[src/dwgd_pkg.sv]
package dwgd_pkg;

	localparam int STEP_W = 3;

	typedef logic [STEP_W-1:0] step_t;

	localparam step_t STEP_WAIT   = 3'd0;
	localparam step_t STEP_CHECK  = 3'd1;
	localparam step_t STEP_UPDATE = 3'd2;
	localparam step_t STEP_PEEL   = 3'd3;
	localparam step_t STEP_RESULT = 3'd4;
	localparam step_t STEP_RETURN = 3'd5;

	typedef enum logic [1:0] {
		CMD_ACQUIRE  = 2'd0,
		CMD_ACQUIRED = 2'd1,
		CMD_RELEASE  = 2'd2
	} cmd_t;

	typedef enum logic [2:0] {
		OP_NONE,
		OP_LOAD,
		OP_UPDATE,
		OP_PEEL,
		OP_RESULT
	} op_t;

	typedef enum logic [2:0] {
		COND_NEVER,
		COND_ALWAYS,
		COND_NO_BEAT,
		COND_HALTED,
		COND_CHANGED,
		COND_OUT_BUSY
	} cond_t;

	typedef struct packed {
		op_t   op;
		cond_t cond;
		step_t target;
	} ctrl_word_t;

	function automatic ctrl_word_t prog_rom(step_t pc);
		ctrl_word_t w;
		unique case (pc)
			STEP_WAIT:   w = '{op: OP_LOAD,   cond: COND_NO_BEAT,  target: STEP_WAIT};
			STEP_CHECK:  w = '{op: OP_NONE,   cond: COND_HALTED,   target: STEP_RESULT};
			STEP_UPDATE: w = '{op: OP_UPDATE, cond: COND_NEVER,    target: STEP_WAIT};
			STEP_PEEL:   w = '{op: OP_PEEL,   cond: COND_CHANGED,  target: STEP_PEEL};
			STEP_RESULT: w = '{op: OP_RESULT, cond: COND_OUT_BUSY, target: STEP_RESULT};
			default:     w = '{op: OP_NONE,   cond: COND_ALWAYS,   target: STEP_WAIT};
		endcase
		return w;
	endfunction

endpackage

[src/deadlock_wait_graph_detector.sv]
// Deadlock detector over a wait-for graph of THREADS threads and MUTEXES mutexes. Each input
// beat is a lock event that sets or clears the wait and hold edges of one thread and one
// mutex, after which the whole graph is checked for a cycle by peeling nodes with no edge
// to a live node, one round of all nodes per cycle. The peeling rounds number at most
// THREADS + MUTEXES + 1, so the peel loop sets the rate. Once a deadlock is found it is
// latched, later events are ignored, and each of them reports deadlock.
// One result beat follows every input beat; the next event is taken while a result waits.
module deadlock_wait_graph_detector #(
	parameter int THREADS = 16,
	parameter int MUTEXES = 16
) (
	input  logic       clk,
	input  logic       arst_n,
	input  logic       in_valid,
	output logic       in_ready,
	input  logic [1:0] command,
	input  logic [3:0] thread_index,
	input  logic [3:0] mutex_index,
	output logic       out_valid,
	input  logic       out_ready,
	output logic       deadlock
);

	logic [THREADS-1:0][MUTEXES-1:0] waits_q;
	logic [MUTEXES-1:0][THREADS-1:0] held_q;
	logic [THREADS-1:0]              tlive_q;
	logic [MUTEXES-1:0]              mlive_q;
	logic [THREADS-1:0]              tnext;
	logic [MUTEXES-1:0]              mnext;
	logic [THREADS-1:0]              tsel;
	logic [MUTEXES-1:0]              msel;
	dwgd_pkg::step_t                 pc_q;
	dwgd_pkg::step_t                 pc_d;
	dwgd_pkg::ctrl_word_t            word;
	logic [1:0]                      cmd_q;
	logic [3:0]                      thread_q;
	logic [3:0]                      mutex_q;
	logic                            halted_q;
	logic                            out_valid_q;
	logic                            deadlock_q;
	logic                            in_beat;
	logic                            out_busy;
	logic                            changed;
	logic                            jump;
	logic                            found;

	assign word      = dwgd_pkg::prog_rom(pc_q);
	assign in_ready  = (word.op == dwgd_pkg::OP_LOAD);
	assign in_beat   = in_valid && in_ready;
	assign out_busy  = out_valid_q && !out_ready;
	assign out_valid = out_valid_q;
	assign deadlock  = deadlock_q;
	assign found     = halted_q || (|tlive_q) || (|mlive_q);

	always_comb begin
		for (int i = 0; i < THREADS; i++) begin
			tsel[i]  = ({3'b000, thread_q} == 7'(i));
			tnext[i] = tlive_q[i] && (|(waits_q[i] & mlive_q));
		end
		for (int j = 0; j < MUTEXES; j++) begin
			msel[j]  = ({3'b000, mutex_q} == 7'(j));
			mnext[j] = mlive_q[j] && (|(held_q[j] & tlive_q));
		end
		changed = (tnext != tlive_q) || (mnext != mlive_q);
	end

	always_comb begin
		unique case (word.cond)
			dwgd_pkg::COND_NEVER:    jump = 1'b0;
			dwgd_pkg::COND_ALWAYS:   jump = 1'b1;
			dwgd_pkg::COND_NO_BEAT:  jump = !in_beat;
			dwgd_pkg::COND_HALTED:   jump = halted_q;
			dwgd_pkg::COND_CHANGED:  jump = changed;
			dwgd_pkg::COND_OUT_BUSY: jump = out_busy;
			default:                 jump = 1'b1;
		endcase
		pc_d = jump ? word.target : pc_q + dwgd_pkg::step_t'(1);
	end

	always_ff @(posedge clk or negedge arst_n) begin
		if (!arst_n) begin
			pc_q        <= dwgd_pkg::STEP_WAIT;
			halted_q    <= 1'b0;
			out_valid_q <= 1'b0;
			waits_q     <= '0;
			held_q      <= '0;
		end else begin
			pc_q <= pc_d;
			if (word.op == dwgd_pkg::OP_RESULT && !out_busy) begin
				out_valid_q <= 1'b1;
				halted_q    <= found;
			end else if (out_ready) begin
				out_valid_q <= 1'b0;
			end
			if (word.op == dwgd_pkg::OP_UPDATE) begin
				for (int i = 0; i < THREADS; i++) begin
					for (int j = 0; j < MUTEXES; j++) begin
						if (tsel[i] && msel[j]) begin
							if (cmd_q == dwgd_pkg::CMD_ACQUIRE) begin
								waits_q[i][j] <= 1'b1;
							end else if (cmd_q == dwgd_pkg::CMD_ACQUIRED) begin
								waits_q[i][j] <= 1'b0;
								held_q[j][i]  <= 1'b1;
							end else if (cmd_q == dwgd_pkg::CMD_RELEASE) begin
								held_q[j][i]  <= 1'b0;
							end
						end
					end
				end
			end
		end
	end

	always_ff @(posedge clk) begin
		if (in_beat) begin
			cmd_q    <= command;
			thread_q <= thread_index;
			mutex_q  <= mutex_index;
		end
		if (word.op == dwgd_pkg::OP_UPDATE) begin
			tlive_q <= '1;
			mlive_q <= '1;
		end else if (word.op == dwgd_pkg::OP_PEEL) begin
			tlive_q <= tnext;
			mlive_q <= mnext;
		end
		if (word.op == dwgd_pkg::OP_RESULT && !out_busy) begin
			deadlock_q <= found;
		end
	end

	a_halted_sticky: assert property (@(posedge clk) disable iff (!arst_n)
		halted_q |=> halted_q)
		else $error("deadlock latch cleared");

	a_deadlock_latched: assert property (@(posedge clk) disable iff (!arst_n)
		out_valid_q && deadlock_q |-> halted_q)
		else $error("deadlock reported without latch");

	a_peel_shrinks: assert property (@(posedge clk) disable iff (!arst_n)
		pc_q == dwgd_pkg::STEP_PEEL |=> (tlive_q & ~$past(tlive_q)) == '0)
		else $error("live thread set grew while peeling");

	a_graph_stable: assert property (@(posedge clk) disable iff (!arst_n)
		word.op != dwgd_pkg::OP_UPDATE |=> $stable(waits_q) && $stable(held_q))
		else $error("graph changed outside update step");

	a_no_update_halted: assert property (@(posedge clk) disable iff (!arst_n)
		halted_q && in_beat |-> ##2 pc_q == dwgd_pkg::STEP_RESULT)
		else $error("event processed after deadlock");

endmodule

[config.mk]
export PLATFORM = sky130hd
export DESIGN_NAME = deadlock_wait_graph_detector
export DESIGN_NICKNAME = d
export VERILOG_FILES = /design/src/dwgd_pkg.sv /design/src/deadlock_wait_graph_detector.sv
export SDC_FILE = /design/constraint.sdc
export NUM_CORES = 1
export LEC_CHECK = 0
export CAP_MARGIN = 40
export CORE_MARGIN = 4
export CORE_UTILIZATION = 45
export CTS_BUF_LIST = sky130_fd_sc_hd__clkbuf_4
export DETAILED_ROUTE_END_ITERATION = 10
export DONT_BUFFER_PORTS = 1
export GPL_TIMING_DRIVEN = 0
export SETUP_SLACK_MARGIN = 0.05
export SKIP_LAST_GASP = 1
export SLEW_MARGIN = 20
export SYNTH_ARGS = -nofsm -noshare
export SYNTH_HDL_FRONTEND = slang
export SYNTH_SLANG_ARGS = --single-unit
[constraint.sdc]
create_clock -name clk -period 3.05 [get_ports clk]
set_input_delay 0.4575 -clock clk [delete_from_list [all_inputs] [get_ports clk]]
set_output_delay 0.4575 -clock clk [all_outputs]
set_load 0.03 [all_outputs]
==> out/summary.txt, run 1 <==
Status: finished, violations left
Failing checks: design-rule violations, negative hold slack
Port bufs: 0
Post-synth top flop: dfrtp_1
Max Clock Skew: 0.0588 ns
Maximum clock frequency: 342 MHz
Pleak: 14.1 nW
Layout Cells excl Fill: 3410
Core area: 0.0581 mm2
Die area: 0.0630 mm2
Reg2reg setup slack: 0.12 ns
Mean area per synthesized cell: 11.4 um2
Drt via density: 6.08
First-pass GRT wire length: 136 mm
CTS tree: built
Setup TNS Final: 0 ns
Detailed placer's ending HPWL: 57.2 mm
Hold Path Class: in -> async
Biggest area consumer among synthesized cells: dfrtp_1
Max-slew violations: 0
Initial DRC count: 2214
Post-synth EDFFs: 11
Hold slack: -0.813 ns
R2R Path End: waits_q[156]
Per-cell routed wire length: 27.3 um
CP peak stage delay: 0.43 ns
DRT Wirelength: 93.2 mm
RR Startpoint: pc_q[0]
Max transition margin: 24.7%
Initial antenna violation count: 2
Die width: 251 um
I/O Pins: 17
CTS Root Cell: clkbuf_4
Worst-Skew Late Latency: 1.03 ns
Least-Margin Pin Slew: 1.13 ns
GRT overflow: 0
Register area share after synthesis: 52.3%
Standard-cell rows: 88
Unique masters post-synth: 41
CP endpoint kind: flip-flop
Asr flop ratio synth: 92.3%
GRT Util Overall: 29.0%
Largest net degree at the start of global routing: 518
Power per Cell Area: 658 mW/mm2
Syn nets: 2352
Starting Density: 45.7%
Clock-pin slew on the worst setup and hold paths: 0.07 ns
# setup viols final: 0
Crit Path Category: reg -> reg
Gp weighted congestion: 0.890
CTS Buf Count: 157
Top cells by count, synth: 517 x dfrtp_1, 483 x mux2_2, 322 x nand2_1
Synth area leaders: dfrtp_1 49%, mux2_2 20%, nand2_1 4.5%
Clock buffer depth: 3
DP Worst Slack: -0.656 ns
CP Launch Type: flip-flop
Final core occ: 51.8%
RSZ-0062 raised after global routing: true
Layout cells sized above 1: 34.6%
Fillers: 5221
Top-count cell post-synth: dfrtp_1
Area growth syn-to-layout: 13.3%
Mapped cell area: 0.0266 mm2
Drt drc: 1
Post-synth top area share: 48.7%
R2R cell count: 9
Req. time, crit path: 3.90 ns
Antenna-violating nets left: 0
Critical path arrival: 3.78 ns
Hold Vio Cnt, Final: 517
Chip height: 251 um
#FFs+latches synth: 560
Peak supply drop: 0.450 mV
Worst Path Max Fanout: 10
Vias: 20734
Crit-path cells: ha_2 > ha_1 > nor4b_4 > buf_12 > o21a_2 > nand2_1 > clkbuf_4 > nor2_1 > mux2_2
Syn. warnings: 0
Vias in the first global route: 20726
CTS Sinks: 560
H-tree levels: 4
Final period demand of the worst path: 2.93 ns
Placed cell count: 3104
Cells after synthesis: 2331
Drt pass-1 iters: 9
CTS Hold Bufs: 17
Slack of the critical path: 0.122 ns
Layout Nets: 2546
Max-capacitance violation count: 0
Post-route clock period utilization: 96.0%
CP max stage cell: dfrtp_2
==> worst max-delay path: cells and delay by family (launching register included) <==
kind                       cells  cell delay, ns
muxes                          1            0.35
adders and majority gates      2            0.44
DFF                            1            0.43
and+or+nand+nor                3            0.74
AOI/OAI and AO/OA              1            0.25
buffers and inverters          2            0.53
==> where the power goes <==
group          internal, W  switching (W)
registers          0.00774       0.000122
clock network      0.00362        0.00332
logic              0.00112        0.00389
==> registers in the layout, indices dropped and copies added (netlist names) <==
register / flops
cmd_q: 2
deadlock: 1
halted_q: 1
held_q: 256
mlive_q: 16
mutex_q: 4
out_valid: 1
pc_q: 3
thread_q: 4
tlive_q: 16
waits_q: 256
==> cells by family (layout without fill, tap and decap cells) <==
logic type | Yosys count | count (layout) | share of synthesized area, %
adder cells (fa/ha/maj) | 7 | 7 | 0.329
AO/OA/AOI/OAI | 316 | 316 | 9.87
buffers and inverters | 218 | 527 | 4.03
flip-flops | 560 | 560 | 52.3
AND/OR/NAND/NOR | 713 | 713 | 11.6
multiplexers | 517 | 517 | 21.9
other | 0 | 5 | 0
==> metal layers <==
| layer | vias to the layer above | global-route usage, % | wire length (um) |
|---|---|---|---|
| li1 | 8795 | - | - |
| met3 | 250 | 7.21 | 7800 |
| met1 | 10692 | 38.3 | 38500 |
| met2 | 997 | 45.2 | 42600 |
| met4 | 0 | 13.8 | 4200 |
| met5 | - | 0 | 0 |
==> metrics by stage <==
step,area (um2),total power [W]
after floorplan,26600,0.0104
after global placement,27600,0.0127
after detailed placement,27700,0.0128
after CTS,30000,0.0197
after global routing,30100,0.0204
final,30100,0.0198
==> area by class of cell <==
| class | instances | area, um2 | share of cell area [%] |
|---|---|---|---|
| Sequential cell | 560 | 13900 | 46.2 |
| Inverter | 7 | 26.3 | 0.0872 |
| Timing Repair Buffer | 40 | 374 | 1.24 |
| Antenna cell | 5 | 12.5 | 0.0415 |
| Buffer | 206 | 1110 | 3.70 |
| Multi-Input combinational cell | 1553 | 11800 | 39.1 |
| Clock buffer | 245 | 1840 | 6.10 |
| Clock inverter | 29 | 129 | 0.428 |
| Tap cell | 765 | 957 | 3.18 |
==> what timing repair did <==
| action | in CTS | in global routing |
|---|---|---|
| resized for setup | 51 | 18 |
| endpoints found under the hold margin | 530 | 517 |
| pin swaps | 11 | 2 |
| buffers inserted | 10 | 4 |
| endpoints found under the setup margin | 503 | 105 |
==> placed cells by master, fill, tap and decap left out, drive strengths merged, types with 5 or more instances in the layout <==
cell and count:
mux2 513, dfxtp 32, nor2 288, a221oi 104, nor2b 6, nor4 11
and4 26, edfxtp 11, nand4 13, buf 118, a22oi 65, clkinv 20
dfrtp 517, clkbuf 356, nand2b 5, dlygate4sd3 17, a22o 104, nand2 333
inv 12, nor3 14, a21o 32, nand3 9, diode 5, ha 7
==> worst max-delay path by stage <==
stage / startpoint / to
5_1_grt: pc_q[0] / in_ready
3_3_place_gp: pc_q[0] / pc_q[0]
6_report: pc_q[0] / waits_q[156]
2_1_floorplan: pc_q[0] / pc_q[0]
3_5_place_dp: pc_q[0] / held_q[12]
4_1_cts: mutex_q[0] / waits_q[158]
Note: power is estimated with default switching activity, not from simulation.
==> inputs of run 2 (changes only) <==
--- a/config.mk
+++ b/config.mk
@@ -5,12 +5,12 @@
 export SDC_FILE = /design/constraint.sdc
 export NUM_CORES = 1
 export LEC_CHECK = 0
+export BUFFER_PORTS_ARGS = -buffer_cell sky130_fd_sc_hd__clkbuf_2
 export CAP_MARGIN = 40
 export CORE_MARGIN = 4
 export CORE_UTILIZATION = 45
 export CTS_BUF_LIST = sky130_fd_sc_hd__clkbuf_4
 export DETAILED_ROUTE_END_ITERATION = 10
-export DONT_BUFFER_PORTS = 1
 export GPL_TIMING_DRIVEN = 0
 export SETUP_SLACK_MARGIN = 0.05
 export SKIP_LAST_GASP = 1
==> run 2 against run 1 <==
  * The flow now finishes without violations
  * Worst setup slack lost 0.11 ns
  * Sequential share of layout area shrank 0.68 points
  * Combinational power grew 5.6%
  * Sequential cell count is the same
  * Global-route usage grew 0.43 points
  * Utilization grew 0.78 points
  * Clock power grew 5.8%
  * First-iteration DRC count shrank 8.4%
  * Largest power group unchanged
  * Worst hold slack gained 0.89 ns
==> out/summary.txt, run 2 (same netlist as run 1, synthesis figures left out) <==
Most frequent cells in the layout: 516 x dfrtp_1, 483 x mux2_2, 318 x nand2_1
CTS Root Cell: clkbuf_4
Layout Cells excl Fill: 3439 (+0.85%)
Clock Power Share: 35.8% (+0.8 points)
Max-capacitance violation count: 0 (unchanged)
Reg power frac: 38.3% (-1.4 points)
CP peak stage delay: 0.50 ns (+0.07 ns)
Area growth syn-to-layout: 15.0%
Comb pwr share: 25.9% (+0.6 points)
Final period demand of the worst path: 3.04 ns (+0.110 ns)
Sw power: 0.00755 W (+3.0%)
Pleak: 14.3 nW (+1.6%)
Vias in the first global route: 21220 (+2.4%)
Hold Path Class: in -> async
Max transition margin: 35.8% (+11 points)
Peak supply drop: 0.494 mV (+9.8%)
Post-route clock period utilization: 99.6% (+3.6 points)
Antenna-violating nets left: 0 (unchanged)
CP endpoint kind: flip-flop
Pint: 0.0129 W (+3.6%)
Commonest non-fill, non-tap cell in the layout: dfrtp_1
Placed cell count: 3125 (+0.68%)
Standard-cell rows: 88 (unchanged)
Stages on worst setup path: 11 (+2)
Port bufs: 16 (+16)
Detailed placer's ending HPWL: 58.5 mm (+2.3%)
Largest net degree at the start of global routing: 95 (-82%)
First-pass GRT wire length: 138 mm (+1.4%)
Max-slew violations: 0 (unchanged)
Critical path origin: pc_q[0]
Initial DRC count: 2027 (-8.4%)
Final core occ: 52.6% (+0.78 points)
CP Launch Type: flip-flop
CP max stage cell: nor2_2
Die area: 0.0630 mm2 (unchanged)
Area of the multi-input gates: 0.0118 mm2 (+0.14%)
Crit-path cells: buf_4 > inv_2 > ha_1 > buf_6 > nor4b_4 > buf_12 > nand2_2 > nor2_2 > buf_2 > nand2_1 > mux2_2
Critical path arrival: 3.92 ns (+0.14 ns)
H-tree levels: 4 (unchanged)
R2R cell count: 11 (+2)
CTS tree: built
Hold Vio Cnt, Final: 0 (-100%)
Setup TNS Final: 0 ns (unchanged)
GRT Util Overall: 29.5% (+0.43 points)
CTS Buf Count: 154 (-1.9%)
Clock-pin slew on the worst setup and hold paths: 0.07 ns (about the same)
Initial antenna violation count: 2 (unchanged)
Drt drc: 0 (-1)
Clock buffer depth: 3 (unchanged)
Least-Margin Pin Slew: 0.958 ns (-0.171 ns)
Vias: 20683 (-0.25%)
Storage cell area: 0.0139 mm2 (unchanged)
RR Startpoint: pc_q[0]
Core area: 0.0581 mm2 (unchanged)
I/O Pins: 17 (unchanged)
Regs by FF count: held_q: 256 flops, waits_q: 256 flops
Fillers: 5130 (-1.7%)
Status: complete, no violations
# setup viols final: 0 (unchanged)
Delay-heaviest family, CP: simple AND/OR/NAND/NOR gates
Maximum clock frequency: 329 MHz (-3.6%)
DRT Wirelength: 93.8 mm (+0.70%)
Req. time, crit path: 3.94 ns (+0.04 ns)
Power per Cell Area: 670 mW/mm2 (+1.8%)
RSZ-0062 raised after global routing: true
Layout Nets: 2567 (+0.82%)
CTS Sinks: 560 (unchanged)
Drt via density: 6.01 (-1.1%)
Max Clock Skew: 0.0917 ns (+0.0329 ns)
Worst-Skew Late Latency: 1.05 ns (+0.02 ns)
Starting Density: 45.7% (unchanged)
Worst path bufs/invs: 5 (+3)
Drt pass-1 iters: 5 (-4)
Crit Path Category: reg -> reg
Switching Fraction: 36.9% (-0.13 points)
Chip height: 251 um (unchanged)
Die width: 251 um (unchanged)
Per-cell routed wire length: 27.3 um (-0.15%)
Worst Path Max Fanout: 10 (unchanged)
Gp weighted congestion: 0.883 (-0.73%)
GRT overflow: 0 (unchanged)
Layout cells sized above 1: 35.4% (+0.80 points)
run 2: cell count changes in the layout (fill, tap and decap cells not counted), sizes merged:
cell | before | now
buf | 118 | 132
clkbuf | 356 | 366
clkinv | 20 | 27
bufinv | 0 | 5
dlygate4sd3 | 17 | 12
inv | 12 | 9
diode | 5 | 6
run 2: path summary, 6_finish.rpt:
check	end	slack (ns)
setup / recovery	held_q[138]	0.01
hold / removal	waits_q[147]	0.07
setup reg to reg	held_q[138]	0.01
hold reg to reg	held_q[135]	0.50
max in group asynchronous	held_q[197]	1.67
min in group clk	thread_q[0]	0.12
run 2: layer usage:
metal  vias to the layer above  track usage [%]  share of wire (%)
met5                         -                0                  0
li1                       8826                -                  -
met1                     10588             38.7                 41
met3                       269             7.55                8.7
met4                         0             15.0                5.2
met2                      1000             45.4                 45
run 2: cell type report:
| type | count | share of cell area (%) |
|---|---|---|
| Antenna cell | 6 | 0.0491 |
| Buffer | 206 | 3.73 |
| Clock buffer | 240 | 5.89 |
| Clock inverter | 38 | 1.01 |
| Inverter | 7 | 0.0859 |
| Multi-Input combinational cell | 1553 | 38.5 |
| Sequential cell | 560 | 45.5 |
| Tap cell | 765 | 3.13 |
| Timing Repair Buffer | 64 | 2.09 |
run 2: power groups by stage:
stage                     clock [W]  combinational, W  sequential (W)
after floorplan                   0           0.00240         0.00797
after global placement            0           0.00487         0.00799
after detailed placement          0           0.00496         0.00798
after CTS                   0.00745           0.00509         0.00785
after global routing        0.00790           0.00539         0.00787
final                       0.00734           0.00530         0.00785
run 2: per-stage QoR:
step                      setup slack [ns]  hold slack (ns)  cell area, um2  total power (W)
final                               0.0124           0.0739           30600           0.0205
after global routing               -0.0313           0.0668           30600           0.0212
after CTS                           0.0242          0.00433           30400           0.0204
after detailed placement            -0.609            0.485           27900           0.0129
after global placement              -10.41            0.474           27600           0.0129
after floorplan                     0.0901            0.162           26600           0.0104
run 2: tightest hold or removal path: cells and delay by family:
family                 cells  cell delay, ns
buffers and inverters      3            1.01
run 2: timing repair:
item / CTS / global route
endpoints found under the setup margin: 488 / 191
endpoints found under the hold margin: 264 / 0
pin swaps: 13 / 3
resized for setup: 56 / 26
buffers inserted: 15 / 7
hold buffers: 12 / 0
==> inputs of run 3 (changes only) <==
--- a/config.mk
+++ b/config.mk
@@ -7,11 +7,14 @@
 export LEC_CHECK = 0
 export BUFFER_PORTS_ARGS = -buffer_cell sky130_fd_sc_hd__clkbuf_2
 export CAP_MARGIN = 40
+export CELL_PAD_IN_SITES_DETAIL_PLACEMENT = 0
+export CELL_PAD_IN_SITES_GLOBAL_PLACEMENT = 1
 export CORE_MARGIN = 4
 export CORE_UTILIZATION = 45
 export CTS_BUF_LIST = sky130_fd_sc_hd__clkbuf_4
 export DETAILED_ROUTE_END_ITERATION = 10
 export GPL_TIMING_DRIVEN = 0
+export PLACE_DENSITY_LB_ADDON = 0.1
 export SETUP_SLACK_MARGIN = 0.05
 export SKIP_LAST_GASP = 1
 export SLEW_MARGIN = 20
==> run 3 against run 2 <==
  * Die area stayed put
  * Critical endpoint is now waits_q[85]
  * Utilization is 0.052 points lower
  * Power is 0.33% lower
  * First-iteration DRC count is 18% lower
  * Worst setup slack better by 0.025 ns
  * Fmax is 0.85% higher
  * Critical path type unchanged
  * Sequential share of layout area hardly changed
  * Wire length is 4.1% higher
  * Clock-buffer cell count stayed put
  * Cell area hardly changed
==> out/summary.txt, run 3 (same netlist as run 1, synthesis figures left out) <==
Sw power: 0.00756 W (about the same)
Layout cells sized above 1: 35.6% (+0.18 points)
CP Launch Type: flip-flop
Critical path arrival: 3.90 ns (-0.02 ns)
Post-route clock period utilization: 98.8% (-0.84 points)
Regs by FF count: held_q: 256 flops, waits_q: 256 flops
WHS Path Cells: 2
Reg2reg setup slack: 0.04 ns (+0.03 ns)
Hold slack: 0.147 ns (+0.0733 ns)
Req. time, crit path: 3.94 ns (about the same)
CTS Sinks: 560 (unchanged)
Min-delay src: command[1]
DRT Wirelength: 97.7 mm (+4.1%)
H-tree levels: 4 (unchanged)
Initial antenna violation count: 4 (+2)
Critical path origin: pc_q[0]
Commonest non-fill, non-tap cell in the layout: dfrtp_1
R2R cell count: 11 (unchanged)
Max Clock Skew: 0.0429 ns (-0.0488 ns)
Worst-Skew Late Latency: 1.02 ns (-0.03 ns)
GRT Util Overall: 30.8% (+1.3 points)
Standard-cell rows: 88 (unchanged)
Per-cell routed wire length: 28.4 um (+4.0%)
Max-capacitance violation count: 0 (unchanged)
Met3 WL: 6.72 mm (-17%)
Max-slew violations: 0 (unchanged)
Setup TNS Final: 0 ns (unchanged)
WL met1: 40.8 mm (+6.2%)
Detailed placer's ending HPWL: 61.7 mm (+5.4%)
Peak supply drop: 0.413 mV (-17%)
R2R Path End: waits_q[85]
Reg power frac: 38.5% (+0.2 points)
Max transition margin: 48.3% (+13 points)
Chip height: 251 um (unchanged)
Status: complete, no violations
Pint: 0.0129 W (-0.57%)
Largest net degree at the start of global routing: 90 (-5.3%)
Maximum clock frequency: 332 MHz (+0.85%)
Area growth syn-to-layout: 14.9% (about the same)
Drt pass-1 iters: 5 (unchanged)
CTS Root Cell: clkbuf_4
Clock-pin slew on the worst setup and hold paths: 0.07 ns (about the same)
Hold Path Class: in -> reg
CP endpoint kind: flip-flop
Final core occ: 52.6% (about the same)
Drt via density: 5.95 (-0.99%)
Antenna-violating nets left: 0 (unchanged)
Crit Path Category: reg -> reg
Switching Fraction: 37.0% (+0.15 points)
Gp weighted congestion: 0.873 (-1.1%)
Core area: 0.0581 mm2 (unchanged)
Most frequent cells in the layout: 516 x dfrtp_1, 483 x mux2_2, 319 x nand2_1
First-pass GRT wire length: 143 mm (+3.7%)
Initial DRC count: 1654 (-18%)
GRT overflow: 0 (unchanged)
Endpoint, Worst Hold: cmd_q[1]
Vias in the first global route: 21154 (-0.31%)
Drt drc: 0 (unchanged)
Vias: 20503 (-0.87%)
Final period demand of the worst path: 3.01 ns (-0.0255 ns)
Port bufs: 16 (unchanged)
Hold Vio Cnt, Final: 0 (unchanged)
Highest routed layer: met4
Least-Margin Pin Slew: 0.772 ns (-0.187 ns)
Die width: 251 um (unchanged)
Placed cell count: 3131 (+0.19%)
Layout Cells excl Fill: 3443 (+0.12%)
Power per Cell Area: 668 mW/mm2 (-0.23%)
RSZ-0062 raised after global routing: true
Comb pwr share: 26.3% (+0.4 points)
# setup viols final: 0 (unchanged)
Pleak: 14.2 nW (-0.72%)
Clock Power Share: 35.3% (-0.5 points)
I/O Pins: 17 (unchanged)
RR Startpoint: pc_q[0]
Worst Path Max Fanout: 10 (unchanged)
Die area: 0.0630 mm2 (unchanged)
Layout Nets: 2586 (+0.74%)
Met2 wire length: 45.8 mm (+7.9%)
Starting Density: 45.7% (unchanged)
CTS tree: built
CTS Buf Count: 161 (+4.5%)
Clock buffer depth: 3 (unchanged)
run 3: cell types whose count changed in the layout (fill, tap and decap cells not counted), sizes merged:
cell | previous run | this run
diode | 6 | 7
dlygate4sd3 | 12 | 14
clkinv | 27 | 19
buf | 132 | 141
clkbuf | 366 | 367
bufinv | 5 | 4
clkinvlp | 4 | 3
inv | 9 | 10
run 3: how the worst max path moves through the flow:
stage | slack [ns] | depth (start not counted) | to
3_5_place_dp | -0.57 | 9 | held_q[45]
6_report | 0.04 | 11 | waits_q[85]
4_1_cts | 0.04 | 8 | waits_q[26]
2_1_floorplan | 0.09 | 10 | pc_q[0]
5_1_grt | -0.01 | 7 | in_ready
3_3_place_gp | -10.57 | 1 | waits_q[225]
run 3: area by class of cell:
class / count / area (um2)
well taps: 765 / 957
flip-flops and latches: 560 / 13900
repair buffers: 74 / 751
diodes: 7 / 17.5
inverters: 7 / 28.8
fillers: 5272 / 27600
clock buffers: 240 / 1800
clock inverters: 29 / 230
plain buffers: 208 / 1120
multi-input cells: 1553 / 11700
run 3: metal layers:
metal	vias to the layer above	GRT usage, %
li1	8860	-
met5	-	0
met3	241	6.27
met1	10516	40.1
met4	0	14.2
met2	886	49.8
run 3: worst max-delay path, stage by stage, from the launching register on:
cell	delay, ns
dfrtp_2	0.41
buf_4	0.14
ha_4	0.17
ha_4	0.17
nor4b_4	0.25
buf_4	0.19
o21a_2	0.24
buf_4	0.24
nand2_2	0.26
buf_4	0.33
nor2_1	0.13
mux2_2	0.34
run 3: timing repair:
item,CTS,global route
buffers inserted,8,15
cloned,0,0
setup endpoints to repair,335,182
resized for setup,46,17
hold endpoints to repair,167,0
hold buffers,15,0
pin swaps,7,9
run 3: power groups by stage:
| stage | sequential (W) | clock [W] | combinational, W |
|---|---|---|---|
| 6_report | 0.00785 | 0.00721 | 0.00536 |
| 5_1_grt | 0.00787 | 0.00776 | 0.00550 |
| 4_1_cts | 0.00785 | 0.00733 | 0.00520 |
| 3_5_place_dp | 0.00799 | 0 | 0.00502 |
| 3_3_place_gp | 0.00800 | 0 | 0.00498 |
| 2_1_floorplan | 0.00797 | 0 | 0.00240 |
run 3: metrics by stage:
step / worst slack [ns] / total power, W / area [um2]
finish: 0.0379 / 0.0204 / 30600
global route: -0.0118 / 0.0211 / 30600
CTS: 0.0428 / 0.0204 / 30400
detailed placement: -0.573 / 0.0130 / 28000
global placement: -10.57 / 0.0130 / 27600
floorplan: 0.0901 / 0.0104 / 26600
